===== src/sv/mcs_pkg.sv =====
// Shared types and constants for the multiplexed counter scaler.
// Used by mcs_ctrl, mcs_dp and multiplexed_counter_scaler_unit; no dependencies.
package mcs_pkg;

  // Default number of per-CPU entries
  localparam int NUM_CPUS_DEF = 32;

  // Field widths
  localparam int CPU_W  = 5;
  localparam int VAL_W  = 64;
  localparam int STAT_W = 2;

  // Stream data widths (padded to whole bytes)
  localparam int IN_DATA_W  = 200;
  localparam int OUT_DATA_W = 128;

  // Reset value of the delta limit register
  localparam logic [VAL_W-1:0] DELTA_LIMIT_RST = 64'd2000000000000;

  // Result status codes
  localparam logic [STAT_W-1:0] ST_ADDED        = 2'd0;
  localparam logic [STAT_W-1:0] ST_INCONSISTENT = 2'd1;
  localparam logic [STAT_W-1:0] ST_OVER_LIMIT   = 2'd2;
  localparam logic [STAT_W-1:0] ST_ABSENT       = 2'd3;

  // Controller to datapath commands
  typedef struct packed {
    logic load;       // capture request, read per-CPU memory
    logic check;      // form deltas, write back new triple
    logic mul_start;  // clear product accumulator
    logic mul_step;   // one partial product
    logic div_init;   // load dividend, saturation check
    logic div_step;   // one quotient bit
    logic round;      // round half up, saturate
    logic finish;     // limit check, sum update, load output register
  } mcs_cmd_t;

  // Datapath to controller status
  typedef struct packed {
    logic present;    // counter present and CPU in range
    logic bad;        // inconsistent reading
    logic mul_last;   // last accumulate cycle of the multiply
    logic div_last;   // last quotient bit
    logic out_free;   // output register can take a result
  } mcs_stat_t;

endpackage


===== src/sv/mcs_ctrl.sv =====
// Sequencing state machine of the multiplexed counter scaler.
// Depends on mcs_pkg for the command and status structs.
module mcs_ctrl (
  input  logic             clk,
  input  logic             rst,
  input  logic             s_tvalid,
  output logic             s_tready,
  input  mcs_pkg::mcs_stat_t st,
  output mcs_pkg::mcs_cmd_t  cmd
);
  import mcs_pkg::*;

  typedef enum logic [7:0] {
    S_IDLE  = 8'b0000_0001,
    S_CHECK = 8'b0000_0010,
    S_EVAL  = 8'b0000_0100,
    S_MUL   = 8'b0000_1000,
    S_DINIT = 8'b0001_0000,
    S_DIV   = 8'b0010_0000,
    S_RND   = 8'b0100_0000,
    S_FIN   = 8'b1000_0000
  } state_t;

  state_t state, state_next;

  // State register
  always_ff @(posedge clk) begin
    if (rst) begin
      state <= S_IDLE;
    end else begin
      state <= state_next;
    end
  end

  // Next state
  always_comb begin
    state_next = state;
    unique case (state)
      S_IDLE:  if (s_tvalid) state_next = S_CHECK;
      S_CHECK: state_next = st.present ? S_EVAL : S_FIN;
      S_EVAL:  state_next = st.bad ? S_FIN : S_MUL;
      S_MUL:   if (st.mul_last) state_next = S_DINIT;
      S_DINIT: state_next = S_DIV;
      S_DIV:   if (st.div_last) state_next = S_RND;
      S_RND:   state_next = S_FIN;
      S_FIN:   if (st.out_free) state_next = S_IDLE;
      default: state_next = S_IDLE;
    endcase
  end

  // Commands
  assign s_tready      = (state == S_IDLE);
  assign cmd.load      = (state == S_IDLE) && s_tvalid;
  assign cmd.check     = (state == S_CHECK);
  assign cmd.mul_start = (state == S_EVAL);
  assign cmd.mul_step  = (state == S_MUL);
  assign cmd.div_init  = (state == S_DINIT);
  assign cmd.div_step  = (state == S_DIV);
  assign cmd.round     = (state == S_RND);
  assign cmd.finish    = (state == S_FIN) && st.out_free;

endmodule


===== config.mk =====
export PLATFORM = sky130hd
export DESIGN_NAME = mcs_ctrl
export DESIGN_NICKNAME = d
export VERILOG_FILES = /design/src/sv/mcs_pkg.sv /design/src/sv/mcs_ctrl.sv
export SDC_FILE = /design/constraint.sdc
export NUM_CORES = 1
export LEC_CHECK = 0
export ABC_AREA = 1
export BUFFER_PORTS_ARGS = -buffer_cell sky130_fd_sc_hd__buf_4
export CAP_MARGIN = 40
export CELL_PAD_IN_SITES_DETAIL_PLACEMENT = 0
export CELL_PAD_IN_SITES_GLOBAL_PLACEMENT = 1
export CORE_AREA = 2 2 46 48
export CTS_BUF_LIST = sky130_fd_sc_hd__clkbuf_2
export DETAILED_ROUTE_END_ITERATION = 10
export DIE_AREA = 0 0 48 50
export PLACE_DENSITY_LB_ADDON = 0.1
export SLEW_MARGIN = 20
export SYNTH_ARGS = -nofsm -noshare
export SYNTH_HDL_FRONTEND = slang
export SYNTH_SLANG_ARGS = --single-unit

===== constraint.sdc =====
create_clock -name clk -period 1.2 [get_ports clk]
set_input_delay 0.12 -clock clk [delete_from_list [all_inputs] [get_ports clk]]
set_output_delay 0.12 -clock clk [all_outputs]
set_load 0.05 [all_outputs]

---- Word level (Yosys, flattened, before mapping) ----
Cells that the tools add are included.
storage, ports and cells
  flip-flop bits (word level) ............. 8
  input port bits ......................... 8
  output and inout port bits .............. 9
operators by class
  equality and inequality tests ........... 12
  mux-type cells .......................... 7
  reductions and logical operators ........ 3
operators by type and width
  cell                                            count
  one-hot mux 8 bit (8 select lines)              1
  two-way mux 8 bit                               6
  == test 8 x 1 -> 1 bit (second input constant)  1
  == test 8 x 2 -> 1 bit (second input constant)  1
  == test 8 x 3 -> 1 bit (second input constant)  1
  == test 8 x 4 -> 1 bit (second input constant)  1
  == test 8 x 5 -> 1 bit (second input constant)  1
  == test 8 x 6 -> 1 bit (second input constant)  1
  == test 8 x 7 -> 1 bit (second input constant)  1
  == test 8 bit (second input constant)           1
  != test 2 bit (second input constant)           4
  AND reduction 4 bit                             1
  logical AND 1 bit                               2

---- Logic depth before layout (Yosys ltp) ----
Gate-level depths: netlist of the first run.
  word-level depth ........................ 3
  depth in mapped cells ................... 9

---- Least setup slack after synthesis of the first run ----
No wires, ideal clock.
  kind .................................... reg2out
  start ................................... reg state[0]
  end ..................................... out cmd[0] in the netlist's numbering
  arrival time ............................ 2.021 ns
  data required time ...................... 1.080 ns
  path slack .............................. -0.941 ns
  stages on the path, launching flop included .. 4
  path buffers ............................ 0
  path through ............................ dfxtp_1 -> nor2_4 -> nand2_4 -> nor4_1
RTL lines
  item                      RTL line        text
  start: declaration        mcs_ctrl.sv:24  state_t state, state_next;
  start signal: assignment  mcs_ctrl.sv:31  state <= state_next;
  end: declaration          mcs_ctrl.sv:9   output mcs_pkg::mcs_cmd_t cmd

==> results.tsv, run 1 <==
stage	metric	value	unit
status	status	complete, but fails checks	
status	failing checks	setup timing	
die	Chip Height	50	um
power	worst vdd ir	897	uV
worst_setup_path	Critical Path Source Type	flop	
grt	antenna violations before repair	0	
route	Avg WL per Cell	9.44	um
synthesis	Ys Warns	0	
power	Pwr Density	934	mW/mm2
synthesis	register area share after synthesis	0.275	
clock_tree	CTS tree	built	
finish	Largest regs	state: 8 flops	
synthesis	#FFs+latches synth	8	
worst_setup_path	Worst Setup Path Type	reg2out	
clock_tree	root buf cell	clkbuf_2	
finish	Final Net Count	127	
worst_setup_path	r2r startpoint	state[3]	
timing	final-report hold violation count	0	
die	initial core utilization	0.306	
synthesis	syn_area_per_cell	6.46	um2
timing	Fmax achieved	0.747	GHz
route	DR DRC count	0	
route	1st-iter DRT viols	2	
clock_tree	insertion delay to the later sink of the worst-skew pair	0.23	ns
clock_tree	clock tree buffer depth	2	
route	Routed WL	1360	um
timing	Final Critical Period	1.34	ns
worst_setup_path	crit-path max cell delay	0.36	ns
grt	total track usage	0.140	
finish	fin area	0.00102	mm2
finish	layout cells sized above 1	0.658	
finish	commonest cells after routing, fill and taps aside	14 x buf_4, 12 x nor2_4, 12 x inv_1, 11 x nor2_1, 11 x nand2_1	
synthesis	syn_nets	98	
clock_tree	number of clock sinks	8	
synthesis	Unique masters post-synth	17	
worst_setup_path	Max FO, Critical Path	4	
timing	setup ws final	-0.139	ns
power	leakage power	0.472	nW
grt	GR Util met2	0.182	
timing	RSZ-0062 raised after global routing	yes	
finish	max reg flops	8	
place	Cell Area, Placed	790	um2
clock_tree	Inserted Clock Buffers	3	
clock_tree	clock slew seen by the registers of the worst setup and hold paths	0.06	ns
route	via density per instance	4.32	
worst_setup_path	cell depth of the worst flop-to-flop path	9	
finish	Antenna Cells	0	
route	drt pass-1 iters	4	
timing	Setup-failing EPs final	14	
timing	fin. max-slew vios	0	
worst_hold_path	Hold Crit Start	rst	
place	RePlAce Congestion	0.786	
die	core area	0.00190	mm2
finish	commonest non-fill, non-tap cell in the layout	buf_4	
grt	grt ovf	0	
worst_setup_path	crit path launch	state[5]	
grt	grt met3 use	0.0220	
timing	Max-slew headroom	0.859	
finish	fillcell total	195	
grt	busiest grt layer	met1	
worst_setup_path	Setup crit end	cmd[7]	
die	IO Pins	17	
synthesis	Mapped Cells	90	
job	max_cap viols	0	
worst_setup_path	critical path cell sequence	nor2_4, nand2_4, clkinv_4, nand2_4, nor2_4, buf_6	
worst_setup_path	R2R setup slack	-0.13	ns
route	vias	622	
timing	final period utilization	1.12	
finish	Finished Core Util	0.535	
timing	Setup Skew	0.000343	ns
worst_setup_path	Required @ worst endpoint	1.08	ns
grt	largest net degree at the start of global routing	7	
worst_hold_path	Hold WC Path Type	in2reg	
place	Buffers on Ports	16	
grt	first-pass GRT wire length	2300	um
worst_setup_path	Worst R2R End	state[0]	
die	Site Rows	16	
worst_setup_path	crit path capture type	output pin	
place	dpl hpwl	1100	um
clock_tree	H-Tree Depth	1	
finish	Area Overhead vs Synth	74.8	%
die	Die ar.	0.00240	mm2
route	Detail Route Antenna Nets	0	
die	die width	48	um
timing	Worst Max-Slew Pin Slew	0.210	ns
worst_setup_path	CP max-delay cell	dfxtp_4	
synthesis	Synth Cell Area	582	um2
finish	Reg with most FFs	state	
grt	GR Util met1	0.197	
worst_setup_path	CP Data Arrival Time	1.22	ns
grt	vias in the first global route	566	
clock_tree	hold buffer count at CTS	0	
## cell families (layout without fill, tap and decap cells)
group,after synthesis,after routing,share of synthesized area
buf+inv,21,48,0.138
compound gates,4,4,0.0409
flops,8,8,0.275
simple gates,57,57,0.546
## area by class of cell
class / instances / area, um2 / share of cell area
tap: 27 / 33.8 / 0.0332
sequential: 8 / 180 / 0.177
timing repair buffer: 24 / 249 / 0.245
clock buffer: 3 / 15.0 / 0.0148
multi-input combinational: 61 / 450 / 0.443
inverter: 21 / 88.8 / 0.0873
## synth_stat cells
master | n | area [um2]
inv_1 | 19 | 71.3
nand2_1 | 16 | 60.1
nor2_1 | 16 | 60.1
dfxtp_1 | 8 | 160
nand3_1 | 5 | 25.0
nor2_4 | 5 | 56.3
nand2_2 | 4 | 25.0
a21oi_1 | 3 | 15.0
nand2_4 | 3 | 33.8
nor2_2 | 3 | 18.8
nand3_2 | 2 | 20.0
clkinv_2 | 1 | 5.00
inv_2 | 1 | 3.75
nand4_1 | 1 | 6.26
nor4_1 | 1 | 6.26
o21ai_2 | 1 | 8.76
or2_1 | 1 | 6.26
## worst min path at each step
stage,to,slack (ns),cells past startpoint
2_1_floorplan,state[3],0.18,1
3_5_place_dp,state[3],0.33,2
5_1_grt,state[5],0.09,2
3_3_place_gp,state[3],0.33,2
4_1_cts,state[3],0.08,2
6_report,state[5],0.08,2
## metal layers
layer | vias to the layer above | share of wire
met2 | 18 | 0.46
met4 | 0 | 0.036
met1 | 275 | 0.47
met3 | 5 | 0.034
li1 | 324 | -
met5 | - | 0
## through the flow
| step | hold slack [ns] | setup slack (ns) | instances | TNS (ns) | total power [mW] |
|---|---|---|---|---|---|
| detailed placement | 0.331 | -0.0611 | 135 | -0.130 | 0.673 |
| CTS | 0.0786 | -0.123 | 141 | -1.16 | 0.875 |
| global route | 0.0920 | -0.202 | 144 | -2.11 | 1.00 |
| finish | 0.0847 | -0.139 | 144 | -1.15 | 0.951 |
| global placement | 0.328 | -0.0643 | 135 | -0.189 | 0.675 |
| floorplan | 0.182 | -0.146 | 90 | -0.642 | 0.583 |
## report_power, final
group / switching [mW] / internal (mW)
clock network: 0.0817 / 0.0679
registers: 0.0264 / 0.282
logic: 0.294 / 0.198
total: 0.402 / 0.548
## critical path: cells and delay by family (launching register included)
kind | cells | cell delay (ns)
buf+inv | 2 | 0.24
flops | 1 | 0.36
simple gates | 4 | 0.40
## timing repair
item                                   in CTS  in global routing
setup endpoints to repair                  14                 15
cloned                                      0                  0
endpoints found under the hold margin       0                  0
pin swaps                                   9                  8
gates resized for setup                    30                 23
buffers inserted                            3                  3
Note: power is estimated with default switching activity, not from simulation.
==> inputs of run 2 (changes only) <==
- clock period: 1.2 -> 1.1 ns (I/O delays scaled with it)
==> run 2 against run 1 <==
  * The run still ends with setup timing left
  * Clock power is 13% higher
  * Power grew 10%
  * Sequential share of layout area decreased by 1.7 points
  * Largest power group unchanged
==> results.tsv, run 2 (same netlist as run 1, synthesis figures left out) <==
stage	metric	value	unit
status	status	complete, but fails checks	
status	failing checks	setup timing	
route	Detail Route Antenna Nets	0	
finish	Area Overhead vs Synth	88.6	%
clock_tree	Inserted Clock Buffers	3	
route	Avg WL per Cell	9.63	um
timing	Worst Max-Slew Pin Slew	0.202	ns
worst_setup_path	cell depth of the worst flop-to-flop path	9	
die	core area	0.00190	mm2
grt	total track usage	0.152	
worst_setup_path	Worst Setup Path Type	reg2out	
finish	fin area	0.00110	mm2
die	Chip Height	50	um
worst_setup_path	CP Data Arrival Time	1.21	ns
finish	non-filler cells, final	152	
die	Die ar.	0.00240	mm2
route	1st-iter DRT viols	12	
route	Routed WL	1460	um
worst_setup_path	crit path capture type	output pin	
clock_tree	H-Tree Depth	1	
job	max_cap viols	0	
finish	commonest cells after routing, fill and taps aside	19 x buf_4, 14 x inv_1, 14 x nand2_1, 11 x nor2_4, 11 x nor2_1	
timing	Setup Skew	0.0118	ns
place	dpl hpwl	1160	um
timing	final period utilization	1.20	
worst_setup_path	Critical Path Source Type	flop	
timing	setup ws final	-0.217	ns
clock_tree	clock tree buffer depth	2	
finish	commonest non-fill, non-tap cell in the layout	buf_4	
place	RePlAce Congestion	0.739	
timing	RSZ-0062 raised after global routing	yes	
die	Site Rows	16	
grt	vias in the first global route	605	
finish	Largest regs	state: 8 flops	
timing	Final Critical Period	1.32	ns
timing	Setup-failing EPs final	17	
clock_tree	hold buffer count at CTS	0	
route	DR DRC count	0	
finish	Final Net Count	135	
place	Buffers on Ports	16	
worst_hold_path	Hold WC Path Type	in2reg	
grt	antenna violations before repair	0	
grt	first-pass GRT wire length	2590	um
power	Pwr Density	953	mW/mm2
finish	max reg flops	8	
route	drt pass-1 iters	3	
timing	Fmax achieved	0.759	GHz
timing	fin. max-slew vios	0	
worst_setup_path	r2r startpoint	state[0]	
timing	final-report hold violation count	0	
finish	Reg with most FFs	state	
finish	Finished Core Util	0.577	
die	initial core utilization	0.306	
finish	layout cells sized above 1	0.624	
grt	grt ovf	0	
place	placed cell count	141	
worst_setup_path	Worst R2R End	state[4]	
worst_setup_path	crit path launch	state[5]	
worst_setup_path	Required @ worst endpoint	0.99	ns
clock_tree	root buf cell	clkbuf_2	
timing	Max-slew headroom	0.864	
worst_setup_path	Setup crit end	cmd[7]	
route	vias	632	
clock_tree	clock slew seen by the registers of the worst setup and hold paths	0.08	ns
die	die width	48	um
clock_tree	insertion delay to the later sink of the worst-skew pair	0.23	ns
clock_tree	CTS tree	built	
power	leakage power	0.516	nW
worst_setup_path	R2R setup slack	-0.20	ns
place	Cell Area, Placed	863	um2
clock_tree	number of clock sinks	8	
grt	largest net degree at the start of global routing	7	
die	IO Pins	17	
worst_setup_path	Max FO, Critical Path	4	
power	worst vdd ir	906	uV
route	via density per instance	4.16	
finish	Antenna Cells	0	
## run 2: cell count changes in the layout (fill, tap and decap cells not counted), moves of 3 or more
cell | before | now
nand3_2 | 5 | 2
buf_4 | 14 | 19
nand2_1 | 11 | 14
nand2_2 | 6 | 2
buf_6 | 3 | 6
inv_2 | 6 | 3
## run 2: how the worst min path moves through the flow
stage                     start        to  slack (ns)  cells past startpoint
after global placement      rst  state[3]        0.32                      2
after CTS                   rst  state[3]        0.04                      2
final                       rst  state[3]        0.06                      2
after global routing        rst  state[3]        0.05                      2
after detailed placement    rst  state[3]        0.31                      2
after floorplan             rst  state[3]        0.17                      1
## run 2: area by class of cell
| class | instances | area (um2) |
|---|---|---|
| Inverter | 21 | 104 |
| Fill cell | 185 | 805 |
| Clock buffer | 3 | 15.0 |
| Sequential cell | 8 | 175 |
| Multi-Input combinational cell | 61 | 449 |
| Tap cell | 27 | 33.8 |
| Timing Repair Buffer | 32 | 320 |
## run 2: critical path, stage by stage, from the launching register on
cell	delay, ns
dfxtp_4	0.36
nor2_4	0.14
nand2_4	0.10
clkinv_8	0.08
nand2_8	0.07
nor2_4	0.09
buf_8	0.15
## run 2: what timing repair did
item,4_1_cts,5_1_grt
pin swaps,11,7
cloned,0,0
setup endpoints to repair,17,17
buffers inserted,7,2
resized for setup,40,3
## run 2: power by group
group	internal (mW)	switching (mW)	leakage [nW]	total [mW]
clock	0.0743	0.0955	0.0125	0.170
sequential	0.308	0.0287	0.0687	0.337
combinational	0.215	0.325	0.435	0.540
total	0.597	0.449	0.516	1.05
## run 2: routing by layer
metal / track usage / vias up / routed length (um) / part of all wire
met2: 0.220 / 13 / 722 / 0.49
met4: 0.0811 / 0 / 25 / 0.017
met5: 0 / - / 0 / 0
met3: 0.0110 / 2 / 35 / 0.024
li1: - / 337 / - / -
met1: 0.217 / 280 / 679 / 0.46
## run 2: stage by stage
stage	worst slack [ns]	power (mW)	setup TNS [ns]	hold WS [ns]
2_1_floorplan	-0.246	0.664	-1.42	0.172
3_3_place_gp	-0.131	0.764	-1.10	0.317
3_5_place_dp	-0.138	0.766	-1.00	0.313
4_1_cts	-0.223	1.05	-3.05	0.0419
5_1_grt	-0.290	1.12	-4.11	0.0542
6_report	-0.217	1.05	-2.86	0.0609
==> inputs of run 3 (changes only) <==
- CORE_AREA: 2 2 46 48 -> 2 2 53 42
- DIE_AREA: 0 0 48 50 -> 0 0 55 44
==> run 3 against run 2 <==
  * The run still ends with setup timing left
  * Register-to-register slack better by 0.05 ns
  * Die area increased by 0.83%
  * Combinational power grew 5.9%
  * Sequential share of layout area fell by 0.073 points
  * Largest cell class unchanged
  * Clock skew fell by 0.0064 ns
  * Critical endpoint is now cmd[4]
==> results.tsv, run 3 (same netlist as run 1, synthesis figures left out) <==
stage	metric	value	unit
job	max_cap viols	0	
worst_setup_path	Required @ worst endpoint	0.99	ns
die	die width	55	um
route	drt pass-1 iters	4	
grt	grt ovf	0	
clock_tree	clock slew seen by the registers of the worst setup and hold paths	0.07	ns
die	core area	0.00193	mm2
timing	Max-slew headroom	0.842	
finish	Antenna Cells	0	
route	via density per instance	4.20	
timing	final-report hold violation count	0	
power	Pwr Density	974	mW/mm2
route	Avg WL per Cell	10.2	um
clock_tree	CTS tree	built	
worst_setup_path	CP Data Arrival Time	1.22	ns
finish	Reg with most FFs	state	
finish	max reg flops	8	
power	worst vdd ir	842	uV
clock_tree	H-Tree Depth	1	
worst_setup_path	CP max-delay cell	dfxtp_2	
finish	commonest non-fill, non-tap cell in the layout	buf_4	
worst_setup_path	Critical Path Source Type	flop	
timing	Fmax achieved	0.751	GHz
clock_tree	clock tree buffer depth	2	
worst_setup_path	Worst Setup Path Type	reg2out	
finish	commonest cells after routing, fill and taps aside	19 x buf_4, 14 x inv_1, 12 x nor2_1, 12 x nand2_1, 11 x nor2_4	
timing	worst hold slack	0.0713	ns
timing	Setup Skew	0.00532	ns
route	1st-iter DRT viols	10	
route	Detail Route Antenna Nets	0	
status	failing checks	setup timing	
die	initial core utilization	0.302	
worst_setup_path	CP delay by family, top	simple AND/OR/NAND/NOR gates	
clock_tree	insertion delay to the later sink of the worst-skew pair	0.23	ns
worst_setup_path	Top cell by count, worst path	nor2_4	
finish	Final Net Count	135	
clock_tree	number of clock sinks	8	
worst_hold_path	Hold WC Path Type	in2reg	
finish	layout cells sized above 1	0.664	
timing	Worst Max-Slew Pin Slew	0.237	ns
clock_tree	root buf cell	clkbuf_2	
finish	Largest regs	state: 8 flops	
timing	fin. max-slew vios	0	
power	leakage power	0.519	nW
timing	Final Critical Period	1.33	ns
grt	first-pass GRT wire length	2730	um
worst_setup_path	critical path cell sequence	nor2_4, nand2_4, nor2_4, buf_4, buf_8	
clock_tree	Inserted Clock Buffers	3	
finish	Area Overhead vs Synth	89.5	%
route	vias	626	
timing	RSZ-0062 raised after global routing	yes	
timing	setup ws final	-0.231	ns
grt	vias in the first global route	641	
finish	Reg area	175	um2
worst_setup_path	crit-path max cell delay	0.34	ns
route	DR DRC count	0	
place	RePlAce Congestion	0.781	
die	Chip Height	44	um
power	Final Total Pwr	1.07	mW
grt	total track usage	0.158	
place	Buffers on Ports	16	
worst_setup_path	crit path capture type	output pin	
place	Setup WS pre-CTS	-0.115	ns
finish	fillcell total	180	
die	IO Pins	17	
grt	largest net degree at the start of global routing	7	
die	Site Rows	14	
grt	antenna violations before repair	0	
place	dpl hpwl	1100	um
finish	Multi-input gate area	468	um2
status	status	complete, but fails checks	
timing	final period utilization	1.21	
worst_setup_path	Max FO, Critical Path	3	
worst_setup_path	CP bufs+invs	2	
die	Die ar.	0.00242	mm2
route	Routed WL	1530	um
timing	Setup-failing EPs final	17	
clock_tree	hold buffer count at CTS	0	
-- run 3: cell count changes in the layout (fill, tap and decap cells not counted), moves of 2 or more --
cell     change
nand2_1      -2
nand2_2      +2
nand3_1      -2
nand3_2      +2
-- run 3: power breakdown --
| part | internal (mW) | switching, mW |
|---|---|---|
| Clock | 0.0741 | 0.0891 |
| Sequential | 0.313 | 0.0259 |
| Combinational | 0.230 | 0.342 |
-- run 3: what timing repair did --
action,4_1_cts,5_1_grt
setup endpoints to repair,17,17
resized for setup,41,8
buffers inserted,9,1
pin swaps,18,7
-- run 3: per-layer routing --
layer  global-route usage  share of wire  up-vias
li1                     -              -      339
met3               0.0241          0.054        2
met2                0.238           0.44       20
met5                    0              0        -
met4               0.0732         0.0092        0
met1                0.218           0.50      265
-- run 3: worst reg2reg max path, cell delays in order, from the launching register on --
cell	delay [ns]
dfxtp_4	0.36
nor2_4	0.12
nand2_4	0.12
nor2_4	0.17
buf_4	0.12
nor2_1	0.03
nand2_1	0.05
nor2_1	0.05
nand2_1	0.06
nand3_1	0.05
-- run 3: worst paths after layout --
| path | to | startpoint | slack (ns) | depth (start not counted) |
|---|---|---|---|---|
| max | cmd[4] | state[6] | -0.23 | 5 |
| min | state[3] | rst | 0.07 | 2 |
| max reg2reg | state[0] | state[0] | -0.15 | 9 |
| min reg2reg | state[7] | state[7] | 0.73 | 4 |
-- run 3: layout make-up --
class | instances | share of cell area
clock buffers | 3 | 0.0136
inverters | 21 | 0.0897
multi-input cells | 61 | 0.425
flip-flops and latches | 8 | 0.159
well taps | 24 | 0.0272
repair buffers | 32 | 0.286
-- run 3: through the flow --
step / instance area, um2 / setup TNS [ns] / util / instances
floorplan: 649 / -1.42 / - / 90
global placement: 845 / -1.03 / 0.438 / 136
detailed placement: 845 / -0.837 / 0.438 / 136
CTS: 1070 / -2.74 / 0.557 / 148
global route: 1100 / -3.80 / 0.572 / 149
finish: 1100 / -2.60 / 0.572 / 149
